[config.mk]
export PLATFORM = sky130hd
export DESIGN_NAME = ess_front
export DESIGN_NICKNAME = d
export VERILOG_FILES = /design/src/rtl/core/ess_pkg.sv /design/src/rtl/core/ess_front.sv
export SDC_FILE = /design/constraint.sdc
export NUM_CORES = 1
export LEC_CHECK = 0
export ABC_AREA = 1
export BUFFER_PORTS_ARGS = -buffer_cell sky130_fd_sc_hd__clkbuf_2
export CAP_MARGIN = 20
export CORE_MARGIN = 5
export CORE_UTILIZATION = 49
export DETAILED_ROUTE_END_ITERATION = 8
export GPL_ROUTABILITY_DRIVEN = 0
export PLACE_DENSITY_LB_ADDON = 0.15
export SLEW_MARGIN = 10
export SYNTH_ARGS = -nofsm -noshare
export SYNTH_HDL_FRONTEND = slang
export SYNTH_SLANG_ARGS = --single-unit
[constraint.sdc]
create_clock -name i_clk -period 1.6 [get_ports i_clk]
set_input_delay 0.48 -clock i_clk [delete_from_list [all_inputs] [get_ports i_clk]]
set_output_delay 0.48 -clock i_clk [all_outputs]
set_load 0.03 [all_outputs]
[src/rtl/core/ess_pkg.sv]
// Shared types, codes and defaults of the envelope silence segmenter.
`default_nettype none
package ess_pkg;

    localparam int DEF_MAX_SAMPLES = 65536;
    localparam int DEF_MAX_BLOCKS  = 32;
    localparam int DEF_SAMPLE_BITS = 16;

    localparam int CFG_DATA_W = 25;
    localparam int CFG_IDX_W  = 2;

    localparam logic [15:0] RST_THRESHOLD = 16'd328;
    localparam logic [24:0] RST_MIN_SIL   = 25'd22050;
    localparam logic [24:0] RST_MIN_BLK   = 25'd4410;
    localparam logic [15:0] RST_COEFF     = 16'd65238;

    typedef enum logic [CFG_IDX_W-1:0] {
        CFG_THRESHOLD = 2'd0,
        CFG_MIN_SIL   = 2'd1,
        CFG_MIN_BLK   = 2'd2,
        CFG_COEFF     = 2'd3
    } t_cfg_idx;

    localparam logic KIND_BLOCK = 1'b0;
    localparam logic KIND_END   = 1'b1;

    typedef struct packed {
        logic [15:0] threshold;
        logic [24:0] min_sil;
        logic [24:0] min_blk;
        logic [15:0] coeff;
    } t_cfg;

    typedef enum logic [2:0] {
        ST_LOAD,
        ST_FWD_RD,
        ST_FWD_UPD,
        ST_BWD_RD,
        ST_BWD_UPD,
        ST_SCAN_RD,
        ST_SCAN_UPD,
        ST_END
    } t_seg_state;

endpackage
`default_nettype wire

[src/rtl/core/ess_front.sv]
// Front end: takes input beats, forms the sample magnitude and queues them.
`default_nettype none
module ess_front import ess_pkg::*; #(
    parameter int SAMPLE_BITS = DEF_SAMPLE_BITS
) (
    input  wire logic                   i_clk,
    input  wire logic                   i_rst_n,
    input  wire logic                   i_valid,
    output logic                        o_stall,
    input  wire logic [SAMPLE_BITS-1:0] i_sample,
    input  wire logic                   i_last,
    output logic                        o_q_valid,
    output logic [SAMPLE_BITS-1:0]      o_q_mag,
    output logic                        o_q_last,
    input  wire logic                   i_q_pop
);

    logic [SAMPLE_BITS-1:0] r_mag [2];
    logic                   r_last [2];
    logic                   r_wr_ptr;
    logic                   r_rd_ptr;
    logic [1:0]             r_cnt;
    logic [1:0]             n_cnt;
    logic                   w_push;
    logic                   w_pop;
    logic [SAMPLE_BITS-1:0] w_mag;

    // Two's complement magnitude; the most negative code maps to 2^(bits-1).
    assign w_mag = i_sample[SAMPLE_BITS-1] ? (~i_sample + 1'b1) : i_sample;

    assign o_stall   = (r_cnt == 2'd2);
    assign w_push    = i_valid && !o_stall;
    assign o_q_valid = (r_cnt != 2'd0);
    assign w_pop     = i_q_pop && o_q_valid;
    assign o_q_mag   = r_mag[r_rd_ptr];
    assign o_q_last  = r_last[r_rd_ptr];

    always_comb begin
        n_cnt = r_cnt;
        if (w_push && !w_pop) begin
            n_cnt = r_cnt + 2'd1;
        end else if (w_pop && !w_push) begin
            n_cnt = r_cnt - 2'd1;
        end
    end

    always_ff @(posedge i_clk) begin
        if (!i_rst_n) begin
            r_cnt    <= 2'd0;
            r_wr_ptr <= 1'b0;
            r_rd_ptr <= 1'b0;
        end else begin
            r_cnt <= n_cnt;
            if (w_push) begin
                r_wr_ptr <= ~r_wr_ptr;
            end
            if (w_pop) begin
                r_rd_ptr <= ~r_rd_ptr;
            end
        end
    end

    always_ff @(posedge i_clk) begin
        if (w_push) begin
            r_mag[r_wr_ptr]  <= w_mag;
            r_last[r_wr_ptr] <= i_last;
        end
    end

endmodule
`default_nettype wire

# After elaboration in Yosys (flattened, before gate mapping)
# Memory sizes are Yosys's and may differ from the RTL's. A register that Yosys moved wholly into a read port is not among the register bits.
# Cells that the tools add are included.
# totals
memories	2
input_bits	21
mem_bits_rw	34
wordCells	30
output_inout_bits	19
reg_bits	4
rom_bits	0
latchBits	0
# memory_table
name	depth	word_bits	rd	rd_ports_with_merged_regs	wr	line	rtl
r_mag	2	16	1	1	1	ess_front.sv:18	logic [SAMPLE_BITS-1:0] r_mag [2];
r_last	2	1	1	1	1	ess_front.sv:19	logic r_last [2];
# classes
shift	0
n_bitwise	3
muxes	9
magnitude_cmp	0
n_reduce_logical	9
n_div	0
n_addsub	3
eq_ne	1
n_mul	0
# ops
op	n
$add 16x1->16 const B	1
$mux 16	1
$not 16->16	1
$mux 1	6
$logic_and 1x1->1	4
$mux 2	2
$reduce_bool 2->1	2
$logic_not 1->1	3
$add 2x1->2 const B	1
$eq 2x2->1 const B	1
$not 1->1	2
$sub 2x1->2 const B	1

# Depth between registers and ports, before layout
# Gate-level depths: netlist of the first run.
# logic_depth
depth_word	7
mapped_depth	9
mapped_depth_nobuf	9

# Least setup slack after synthesis of the first run
# Ideal clock, no wire load.
# synth_timing
path_type	input -> register
start	input i_valid
end	memory r_last[1], enable pin
stages	2
setup_time_ps	392
setup_slack_ps	-128
n_path_buf	0
t_required_ps	1208
t_arrival_ps	1336
cell_sequence	o21ai_1 nor2_1
# synth_between
elab_chain_len	3
# synth_lines
item	line	rtl
start, declared	ess_front.sv:8	input wire logic i_valid,
$logic_and 1x1->1	ess_front.sv:32	assign w_push = i_valid && !o_stall;
$mux 1	ess_front.sv:64	if (w_push) begin
$mux 1 (implied by the code)	ess_front.sv:66	r_last[r_wr_ptr] <= i_last;
end, declared	ess_front.sv:19	
# No other way between the ends.

==> reports/qor.csv, run 1 <==
stage;metric;value;unit
yosys;syn_inst;175;
clocking;ctsHtreeMaxLevel;2;
floorplanning;die_h;72.7;microns
worst_setup_path;crit_type;register to primary output;
layout;nNetsFinal;247;
power_and_ir_drop;power.switching;1.18;mW
clocking;clock-sinks;39;
clocking;clock_path_buffers;2;
sta;maxSlewViolCount;0;
min_path;hold_class;input pin to register;
global_routing;grt_pass1_wl;5.93;mm
floorplanning;die_w;72.7;microns
floorplanning;initial_core_util;51.4;%
clocking;tritoncts;done;
route;drt-total-wl;3.63;mm
global_routing;antenna_found_initial;0;
layout;area_growth;31.6;%
floorplanning;num_rows;22;
route;ant_nets;0;
power_and_ir_drop;p_int;2.37;mW
floorplanning;core;3740;sq um
worst_setup_path;critPathTopFamily;flip-flops;
clocking;root_buffer;clkbuf_8;
power_and_ir_drop;clkPwrFrac;17.0;%
clocking;clkTransAtPathRegs;0.07;ns
layout;n_antenna_cell;0;
clocking;clk-insertion-delay-late;0.28;ns
yosys;synth_fa_ha_area_share;1.30;%
worst_setup_path;reg2reg_slack;0.14;ns
sta;hold_viol_final;0;
route;vias_per_cell;5.00;
placement;hpwl;2.65;mm
worst_setup_path;reg2reg_depth;7;
outcome;status;finished with violations;
worst_setup_path;cp_slowest_cell;dfxtp_4;
sta;skew;0.00262;ns
clocking;ctsHoldBuffers;0;
layout;mostFrequentLayoutCells;nand2_1, edfxtp_1, clkbuf_2, inv_1;
worst_setup_path;path_buf_inv;2;
worst_setup_path;crit_required;1.12;ns
sta;tightest_slew;0.378;ns
route;drtIter0Drc;49;
layout;post-route-util;67.6;%
layout;stdcell_count;272;
worst_setup_path;cp.arrival;1.26;ns
power_and_ir_drop;share_seq_of_total_power;38.8;%
layout;seq_area;1130;sq um
power_and_ir_drop;leakage;1.10;nW
placement;dp.cells;264;
placement;preCtsSetupSlack;-0.0161;ns
worst_setup_path;worst_setup_path_end_kind;primary output;
clocking;numCtsBuffers;5;
yosys;yosysUniqueCellTypes;22;
route;num_vias;1361;
yosys;yosys_register_bits;39;
power_and_ir_drop;power_density;1400;nW/um^2
worst_setup_path;worstSetupStartpointType;register;
sta;rsz0062_at_grt;true;
outcome;violations;setup timing;
yosys;syn_area_per_cell;11.0;sq um
sta;slew_headroom;74.8;%
floorplanning;ioPinCount;40;
yosys;synth_compound_area_share;4.23;%
yosys;synth-xor-area-share;2.28;%
yosys;synthMuxAreaShare;11.9;%
sta;min_period;1.74;ns
layout;drive_gt1_share;35.7;%
route;drc;0;
yosys;netlist_area;1920;sq um
worst_setup_path;path_max_fanout;8;
worst_setup_path;cp.depth;3;
worst_setup_path;path_cells;buf_12 > mux2_4 > buf_8;
global_routing;grt-ovfl-total;0;
placement;place.port_buffers;39;
layout;nFillCells;303;
sta;setup_viol_count_final;17;
global_routing;grt_usage;14.7;%
yosys;synth-seq-area-share;58.3;%
floorplanning;die_area;5280;sq um
yosys;yosysWarnings;0;
route;drt-pass1-iter-count;4;
power_and_ir_drop;switching_share;33.3;%
power_and_ir_drop;vdd_ir_drop_max;0.852;mV
sta;setup_tns;-2.24;ns
global_routing;grt_max_degree;19;
power_and_ir_drop;pwr-share-comb;44.2;%
route;wl_per_cell;13.4;microns
yosys;syn-num-nets;198;
sta;postLayoutSetupSlackWorst;-0.143;ns
layout;multi_input_area;729;sq um
sta;fin_crit_sh;109;%
sta;timing.fmax;574;MHz
layout;final_common_cell;nand2_1;
min_path;min_path_cells;1;
worst_setup_path;max_stage_delay;0.38;ns
yosys;synthSimpleGateAreaFrac;16.6;%
run;drv_cap;0;
yosys;synth_top_family_by_area;simple AND/OR/NAND/NOR gates;
global_routing;grt_pass1_vias;1369;
==> state kept, by name (all words and copies together), names as in the netlist, named ones only <==
register and count:
r_cnt 2, r_last 2, r_mag 32, r_rd_ptr 1, r_wr_ptr 1
==> synth_stat cells <==
library cell  count  share of area [%]
a21oi_1           4                1.0
buf_4             3                1.2
buf_6             1               0.59
dfxtp_1           5                5.2
edfxtp_1         34                 53
ha_1              2                1.3
inv_1            18                3.5
inv_2             1               0.19
mux2_2            7                4.1
mux2_4           10                7.8
nand2_1          40                7.8
nand2_2           3               0.98
nand3_1          10                2.6
nand3b_1          2               0.78
nand4_1           2               0.65
nor2_1           16                3.1
nor2_2            2               0.65
o21ai_0           5                1.3
o21ai_1           4                1.0
o21ai_4           1               0.85
xnor2_1           4                1.8
xor2_1            1               0.46
==> worst paths after layout <==
path | from | endpoint
setup reg to reg | r_cnt[1]$_SDFFE_PN0P_ | r_cnt[1]$_SDFFE_PN0P_
setup / recovery | register | o_q_mag[9]
hold reg to reg | r_rd_ptr$_SDFFE_PN0P_ | register
hold / removal | i_last | r_last[1]$_DFFE_PP_
==> kinds of logic (layout without fill, tap and decap cells) <==
kind of cell	after synthesis	after routing
fa+ha+maj	2	2
compound gates	14	14
flops	39	39
xor+xnor	5	5
buf+inv	23	72
mux	17	17
simple gates	75	75
==> power by group through the flow <==
stage	sequential [mW]	clock, mW	combinational [mW]
final	1.38	0.605	1.57
after global routing	1.40	0.666	1.67
after CTS	1.38	0.613	1.47
after detailed placement	1.39	0	1.20
after global placement	1.37	0	1.17
after floorplan	1.37	0	0.871
==> stage by stage <==
step / power (mW) / hold WS, ns / area [sq um]
floorplan: 2.24 / 0.453 / 1930
CTS: 3.46 / 0.383 / 2490
finish: 3.56 / 0.389 / 2530
detailed placement: 2.58 / 0.483 / 2220
global placement: 2.55 / 0.469 / 2220
global route: 3.73 / 0.375 / 2530
==> final cells by class <==
type | instances | area share, %
clock buffer | 5 | 2.72
tap | 48 | 2.37
multi-input combinational | 113 | 28.8
timing repair buffer | 46 | 18.5
sequential | 39 | 44.5
clock inverter | 2 | 0.346
inverter | 19 | 2.82
==> timing repair <==
| item | in CTS | in global routing |
|---|---|---|
| setup buffers | 0 | 1 |
| gates resized for setup | 47 | 21 |
| pin swaps | 0 | 0 |
| endpoints found under the setup margin | 17 | 18 |
==> routing by layer <==
metal	vias up	track usage (%)	routed length, microns
met5	-	0	0
met2	38	25.8	1910
met3	7	4.13	186
li1	688	-	-
met1	628	16.4	1480
met4	0	6.76	63
(Power assumes the default switching activity.)
==> inputs of run 2 (changes only) <==
--- a/config.mk
+++ b/config.mk
@@ -5,11 +5,11 @@
 export SDC_FILE = /design/constraint.sdc
 export NUM_CORES = 1
 export LEC_CHECK = 0
-export ABC_AREA = 1
 export BUFFER_PORTS_ARGS = -buffer_cell sky130_fd_sc_hd__clkbuf_2
 export CAP_MARGIN = 20
+export CORE_ASPECT_RATIO = 1.5
 export CORE_MARGIN = 5
-export CORE_UTILIZATION = 49
+export CORE_UTILIZATION = 48
 export DETAILED_ROUTE_END_ITERATION = 8
 export GPL_ROUTABILITY_DRIVEN = 0
 export PLACE_DENSITY_LB_ADDON = 0.15
==> reports/qor.csv, run 2 <==
stage;metric;value;unit;change
outcome;status;finished with violations;;unchanged
outcome;violations;setup timing;;unchanged
sta;fin_crit_sh;113;%;was 109%
layout;final_common_cell;edfxtp_1;;was nand2_1
yosys;synth-seq-area-share;62.4;%;was 58.3%
floorplanning;die_h;85.0;microns;was 72.7 microns
placement;place.port_buffers;39;;unchanged
power_and_ir_drop;power_density;1380;nW/um^2;was 1400 nW/um^2
power_and_ir_drop;power.switching;1.34;mW;was 1.18 mW
power_and_ir_drop;switching_share;33.6;%;was 33.3%
worst_setup_path;cp.arrival;1.32;ns;was 1.26 ns
sta;whs;0.380;ns;was 0.389 ns
power_and_ir_drop;clkPwrFrac;15.4;%;was 17.0%
yosys;yosysUniqueCellTypes;26;;was 22
worst_setup_path;path_max_fanout;8;;unchanged
route;num_vias;1301;;was 1,361
power_and_ir_drop;leakage;1.17;nW;was 1.10 nW
worst_setup_path;critPathTopFamily;flip-flops;;unchanged
yosys;synth_compound_area_share;7.93;%;was 4.23%
route;vias_per_cell;5.42;;was 5.00
yosys;synth_fa_ha_area_share;1.39;%;was 1.30%
yosys;yosys.area.top_type;edfxtp_1;;unchanged
yosys;postSynth.asyncResetShare;0;%;unchanged
layout;drive_gt1_share;61.4;%;was 35.7%
sta;maxSlewViolCount;0;;unchanged
yosys;yosys_register_bits;39;;unchanged
run;drv_cap;0;;unchanged
route;drc;0;;unchanged
yosys;synthSimpleGateAreaFrac;8.00;%;was 16.6%
layout;post-route-util;79.1;%;was 67.6%
worst_setup_path;path_cells;buf_16 > mux2_4 > buf_8;;was buf_12 > mux2_4 > buf_8
yosys;synthTopCellsByCount;edfxtp_1, mux2_2, xnor2_1;;was nand2_1, edfxtp_1, inv_1
worst_setup_path;max_stage_delay;0.41;ns;was 0.38 ns
yosys;yosysMostFrequentCell;edfxtp_1;;was nand2_1
yosys;synth-xor-area-share;7.79;%;was 2.28%
floorplanning;die_w;60.0;microns;was 72.7 microns
power_and_ir_drop;vdd_ir_drop_max;1.07;mV;was 0.852 mV
layout;multi_input_area;868;sq um;was 729 sq um
layout;nNetsFinal;220;;was 247
worst_setup_path;timing.rr.start;r_cnt[0]$_SDFFE_PN0P_;;was r_cnt[1]$_SDFFE_PN0P_
clocking;clock-sinks;39;;unchanged
layout;nFillCells;237;;was 303
yosys;netlist_area;1800;sq um;was 1920 sq um
sta;postLayoutSetupSlackWorst;-0.202;ns;was -0.143 ns
yosys;netlist.area_leader.share;56.8;%;was 53.1%
floorplanning;ioPinCount;40;;unchanged
layout;area_growth;60.5;%;was 31.6%
worst_setup_path;path_buf_inv;2;;unchanged
clocking;root_buffer;clkbuf_8;;unchanged
global_routing;antenna_found_initial;0;;unchanged
worst_setup_path;reg2reg_slack;0.05;ns;was 0.14 ns
route;drt-total-wl;4.57;mm;was 3.63 mm
clocking;numCtsBuffers;5;;unchanged
route;drtIter0Drc;29;;was 49
yosys;synth_edf_count;34;;unchanged
sta;slew_headroom;61.0;%;was 74.8%
clocking;ctsHtreeMaxLevel;2;;unchanged
yosys;syn_area_per_cell;14.5;sq um;was 11.0 sq um
worst_setup_path;cp_slowest_cell;dfxtp_4;;unchanged
power_and_ir_drop;p_int;2.65;mW;was 2.37 mW
yosys;yosysWarnings;0;;unchanged
global_routing;grt_pass1_vias;1449;;was 1,369
sta;hold_viol_final;0;;unchanged
placement;placed_cell_area;2310;sq um;was 2220 sq um
clocking;clk-insertion-delay-late;0.29;ns;was 0.28 ns
yosys;synth_area_leaders;edfxtp_1, mux2_2, xnor2_1;;was edfxtp_1, mux2_4, nand2_1
sta;timing.fmax;555;MHz;was 574 MHz
yosys;synth_top_flop_cell;edfxtp_1;;unchanged
sta;setup_viol_count_final;29;;was 17
worst_setup_path;worst_setup_path_end_kind;primary output;;unchanged
floorplanning;initial_core_util;49.3;%;was 51.4%
sta;rsz0062_at_grt;true;;unchanged
min_path;hp-start;i_last;;unchanged
route;drt-pass1-iter-count;4;;unchanged
global_routing;grt-ovfl-total;0;;unchanged
worst_setup_path;crit_required;1.12;ns;about the same
clocking;clock_path_buffers;2;;unchanged
clocking;clkTransAtPathRegs;0.07;ns;about the same
global_routing;grt_max_degree;18;;was 19
route;wl_per_cell;19.1;microns;was 13.4 microns
layout;regMostFlops;r_mag;;unchanged
sta;skew;0.00378;ns;was 0.00262 ns
route;ant_nets;0;;unchanged
clocking;ctsHoldBuffers;0;;unchanged
yosys;syn-num-nets;147;;was 198
worst_setup_path;crit_type;register to primary output;;unchanged
layout;top_regs;r_mag x32, r_cnt x2, r_last x2;;unchanged
floorplanning;core;3650;sq um;was 3740 sq um
yosys;synth_top_family_by_area;multiplexers;;was simple AND/OR/NAND/NOR gates
yosys;syn_inst;124;;was 175
worst_setup_path;worstSetupStartpointType;register;;unchanged
sta;tightest_slew;0.585;ns;was 0.378 ns
yosys;synthMuxAreaShare;10.6;%;was 11.9%
sta;min_period;1.80;ns;was 1.74 ns
floorplanning;num_rows;27;;was 22
power_and_ir_drop;share_seq_of_total_power;35.9;%;was 38.8%
layout;mostFrequentLayoutCells;edfxtp_1, buf_4, buf_8, mux2_4, clkbuf_2;;was nand2_1, edfxtp_1, clkbuf_2, inv_1
placement;hpwl;2.71;mm;was 2.65 mm
sta;setup_tns;-4.08;ns;was -2.24 ns
layout;n_antenna_cell;0;;unchanged
power_and_ir_drop;finalPower;3.99;mW;was 3.56 mW
layout;stdcell_area;2890;sq um;was 2530 sq um
min_path;hold_class;input pin to register;;unchanged
power_and_ir_drop;pwr-share-comb;48.7;%;was 44.2%
clocking;tritoncts;done;;unchanged
global_routing;grt_usage;18.4;%;was 14.7%
floorplanning;die_area;5090;sq um;was 5280 sq um
global_routing;grt_pass1_wl;6.95;mm;was 5.93 mm
layout;largest_reg_flops;32;;unchanged
layout;seq_area;1130;sq um;about the same
==> run 2: cell families (layout without fill, tap and decap cells) <==
| kind of cell | after synthesis | in the layout |
|---|---|---|
| mux | 17 | 17 |
| simple gates | 23 | 23 |
| xor+xnor | 16 | 16 |
| flops | 39 | 39 |
| buf+inv | 9 | 82 |
| compound gates | 18 | 18 |
| fa+ha+maj | 2 | 2 |
==> run 2: layout make-up <==
| type | count | area share [%] |
|---|---|---|
| clock buffers | 5 | 2.38 |
| clock inverters | 2 | 0.303 |
| inverters | 6 | 1.30 |
| multi-input cells | 76 | 30.1 |
| flip-flops and latches | 39 | 39.2 |
| well taps | 43 | 1.86 |
| repair buffers | 69 | 24.8 |
==> run 2: final timing paths <==
| path | end | cells after the start |
|---|---|---|
| worst min-delay path | r_last[1]$_DFFE_PP_ | 1 |
| worst max register to register | r_cnt[1]$_SDFFE_PN0P_ | 6 |
| worst min register to register | r_rd_ptr$_SDFFE_PN0P_ | 2 |
| worst max-delay path | o_q_mag[4] | 3 |
==> run 2: per-layer routing <==
layer,vias up,part of all wire (%),global-route usage [%]
met5,-,0,0
met4,0,3.0,6.45
met2,52,59,34.6
met3,15,4.9,4.87
met1,617,33,18.4
li1,617,-,-
==> run 2: power groups by stage <==
stage / logic, mW / clock network [mW] / registers [mW]
6_report: 1.94 / 0.613 / 1.43
5_1_grt: 2.03 / 0.665 / 1.45
4_1_cts: 1.69 / 0.613 / 1.40
3_5_place_dp: 1.29 / 0 / 1.40
3_3_place_gp: 1.26 / 0 / 1.38
2_1_floorplan: 0.895 / 0 / 1.37
==> run 2: worst reg2reg max path: stages (launching register included) <==
cell and delay [ns]:
dfxtp_4 0.37, nand2b_4 0.15, inv_2 0.08, nor2_1 0.06, ha_1 0.32, or3_1 0.35
a21oi_1 0.15
==> run 2: stage by stage <==
stage,setup slack (ns),cells
6_report,-0.202,240
5_1_grt,-0.239,240
4_1_cts,-0.217,235
3_5_place_dp,-0.510,226
3_3_place_gp,-0.454,226
2_1_floorplan,-0.231,124
==> run 2: what timing repair did <==
action	in CTS	in global routing
cloned	1	1
setup buffers	1	4
pin swaps	9	5
gates resized for setup	65	44
setup endpoints to repair	37	38
==> inputs of run 3 (changes only) <==
--- a/config.mk
+++ b/config.mk
@@ -9,7 +9,7 @@
 export CAP_MARGIN = 20
 export CORE_ASPECT_RATIO = 1.5
 export CORE_MARGIN = 5
-export CORE_UTILIZATION = 48
+export CORE_UTILIZATION = 50
 export DETAILED_ROUTE_END_ITERATION = 8
 export GPL_ROUTABILITY_DRIVEN = 0
 export PLACE_DENSITY_LB_ADDON = 0.15
==> constraint.sdc (replaced) <==
create_clock -name i_clk -period 1.95 [get_ports i_clk]
set_input_delay 0.585 -clock i_clk [delete_from_list [all_inputs] [get_ports i_clk]]
set_output_delay 0.585 -clock i_clk [all_outputs]
set_load 0.03 [all_outputs]
==> reports/qor.csv, run 3 (synthesis gave the netlist of run 2 again) <==
stage;metric;value;unit;change
layout;stdcell_area;2310;sq um;was 2890 sq um
worst_setup_path;path_buf_inv;2;;unchanged
route;num_vias;1196;;was 1,301
floorplanning;core;3450;sq um;was 3650 sq um
sta;setup_tns;0;ns;was -4.08 ns
route;vias_per_cell;5.27;;was 5.42
clocking;ctsHtreeMaxLevel;2;;unchanged
sta;maxSlewViolCount;0;;unchanged
clocking;clock-sinks;39;;unchanged
floorplanning;ioPinCount;40;;unchanged
layout;final_common_cell;edfxtp_1;;unchanged
floorplanning;num_rows;26;;was 27
power_and_ir_drop;vdd_ir_drop_max;0.775;mV;was 1.07 mV
layout;largest_reg_flops;32;;unchanged
layout;regMostFlops;r_mag;;unchanged
global_routing;grt_usage;16.0;%;was 18.4%
layout;nNetsFinal;207;;was 220
placement;hpwl;2.62;mm;was 2.71 mm
sta;postLayoutSetupSlackWorst;0.0550;ns;was -0.202 ns
placement;preCtsSetupSlack;-0.236;ns;was -0.510 ns
layout;drive_gt1_share;48.6;%;was 61.4%
sta;rsz0062_at_grt;true;;unchanged
worst_setup_path;max_stage_delay;0.36;ns;was 0.41 ns
layout;n_antenna_cell;0;;unchanged
route;drc;0;;unchanged
global_routing;grt_pass1_vias;1343;;was 1,449
clocking;clock_path_buffers;2;;unchanged
power_and_ir_drop;p_int;1.88;mW;was 2.65 mW
power_and_ir_drop;pwr-share-comb;37.2;%;was 48.7%
power_and_ir_drop;power.switching;0.934;mW;was 1.34 mW
layout;multi_input_area;648;sq um;was 868 sq um
clocking;numCtsBuffers;5;;unchanged
layout;seq_area;1120;sq um;was 1130 sq um
worst_setup_path;worstSetupStartpointType;register;;unchanged
route;drt-total-wl;3.44;mm;was 4.57 mm
worst_setup_path;worst_setup_path_end_kind;primary output;;unchanged
layout;mostFrequentLayoutCells;edfxtp_1, clkbuf_2, buf_4, mux2_2, xnor2_1;;was edfxtp_1, buf_4, buf_8, mux2_4, clkbuf_2
power_and_ir_drop;clkPwrFrac;22.6;%;was 15.4%
sta;skew;0.00457;ns;was 0.00378 ns
sta;min_period;1.89;ns;
power_and_ir_drop;power_density;1210;nW/um^2;was 1380 nW/um^2
clocking;ctsHoldBuffers;0;;unchanged
sta;tightest_slew;0.385;ns;was 0.585 ns
route;drt-pass1-iter-count;4;;unchanged
global_routing;grt_max_degree;19;;was 18
worst_setup_path;timing.rr.start;r_cnt[0]$_SDFFE_PN0P_;;unchanged
power_and_ir_drop;share_seq_of_total_power;40.2;%;was 35.9%
worst_setup_path;cp_slowest_cell;dfxtp_2;;was dfxtp_4
run;drv_cap;0;;unchanged
sta;hold_viol_final;0;;unchanged
min_path;hp-start;i_last;;unchanged
global_routing;grt_pass1_wl;5.93;mm;was 6.95 mm
clocking;tritoncts;done;;unchanged
power_and_ir_drop;leakage;0.908;nW;was 1.17 nW
sta;fin_crit_sh;97.2;%;
clocking;clkTransAtPathRegs;0.07;ns;about the same
global_routing;antenna_found_initial;0;;unchanged
placement;placed_cell_area;2170;sq um;was 2310 sq um
layout;area_growth;28.7;%;was 60.5%
min_path;hold_class;input pin to register;;unchanged
worst_setup_path;critPathTopFamily;flip-flops;;unchanged
floorplanning;die_area;4920;sq um;was 5090 sq um
layout;top_regs;r_mag x32, r_cnt x2, r_last x2;;unchanged
worst_setup_path;crit_required;1.36;ns;was 1.12 ns
route;drtIter0Drc;9;;was 29
clocking;clk-insertion-delay-late;0.29;ns;about the same
worst_setup_path;cp.arrival;1.31;ns;was 1.32 ns
global_routing;grt-ovfl-total;0;;unchanged
worst_setup_path;path_max_fanout;7;;was 8
floorplanning;die_w;59.0;microns;was 60.0 microns
sta;setup_viol_count_final;0;;was 29
worst_setup_path;path_cells;buf_6 > mux2_2 > clkbuf_4;;was buf_16 > mux2_4 > buf_8
power_and_ir_drop;switching_share;33.2;%;was 33.6%
worst_setup_path;crit_type;register to primary output;;unchanged
floorplanning;die_h;83.4;microns;was 85.0 microns
outcome;status;completed;;was finished with violations
layout;nFillCells;274;;was 237
power_and_ir_drop;finalPower;2.81;mW;was 3.99 mW
sta;slew_headroom;74.0;%;was 61.0%
route;ant_nets;0;;unchanged
placement;place.port_buffers;39;;unchanged
floorplanning;initial_core_util;52.1;%;was 49.3%
clocking;root_buffer;clkbuf_8;;unchanged
route;wl_per_cell;15.2;microns;was 19.1 microns
sta;timing.fmax;528;MHz;
run 3: cell count changes in the layout (fill, tap and decap cells not counted), moves of 4 or more:
cell	before	now
buf_8	18	1
mux2_4	17	0
buf_6	7	3
buf_2	0	5
mux2_2	0	17
clkbuf_2	17	26
run 3: path summary, 6_finish.rpt:
path | to | slack (ns) | cells after the start
worst max-delay path | o_q_last | 0.06 | 3
worst min-delay path | r_last[0]$_DFFE_PP_ | 0.49 | 1
worst max register to register | r_cnt[1]$_SDFFE_PN0P_ | 0.36 | 6
worst min register to register | r_rd_ptr$_SDFFE_PN0P_ | 0.52 | 2
run 3: layout make-up:
| cell class | instances | area share (%) |
|---|---|---|
| multi-input combinational | 76 | 28.0 |
| inverter | 6 | 0.973 |
| timing repair buffer | 56 | 15.6 |
| sequential | 39 | 48.5 |
| tap | 42 | 2.27 |
| clock buffer | 5 | 2.97 |
| clock inverter | 3 | 1.68 |
run 3: power groups by stage:
| stage | Clock, mW | Sequential (mW) | Combinational, mW |
|---|---|---|---|
| floorplan | 0 | 1.13 | 0.711 |
| global placement | 0 | 1.13 | 0.973 |
| detailed placement | 0 | 1.14 | 0.995 |
| CTS | 0.654 | 1.13 | 1.03 |
| global route | 0.694 | 1.15 | 1.12 |
| finish | 0.635 | 1.13 | 1.05 |
run 3: per-stage QoR:
stage	cells	util [%]	hold WS, ns
finish	227	67.1	0.490
global route	227	67.1	0.480
CTS	227	66.6	0.490
detailed placement	219	62.8	0.492
global placement	219	62.8	0.491
floorplan	124	-	0.472
run 3: timing repair:
item                                   4_1_cts  5_1_grt
setup endpoints to repair                   10       17
buffers inserted                             0        0
resized for setup                            8       18
endpoints found under the hold margin        0        0
run 3: per-layer routing:
layer	part of all wire, %	track usage [%]
met5	0	0
met2	57	29.6
met4	2.2	6.80
met3	4.7	4.81
met1	36	15.5
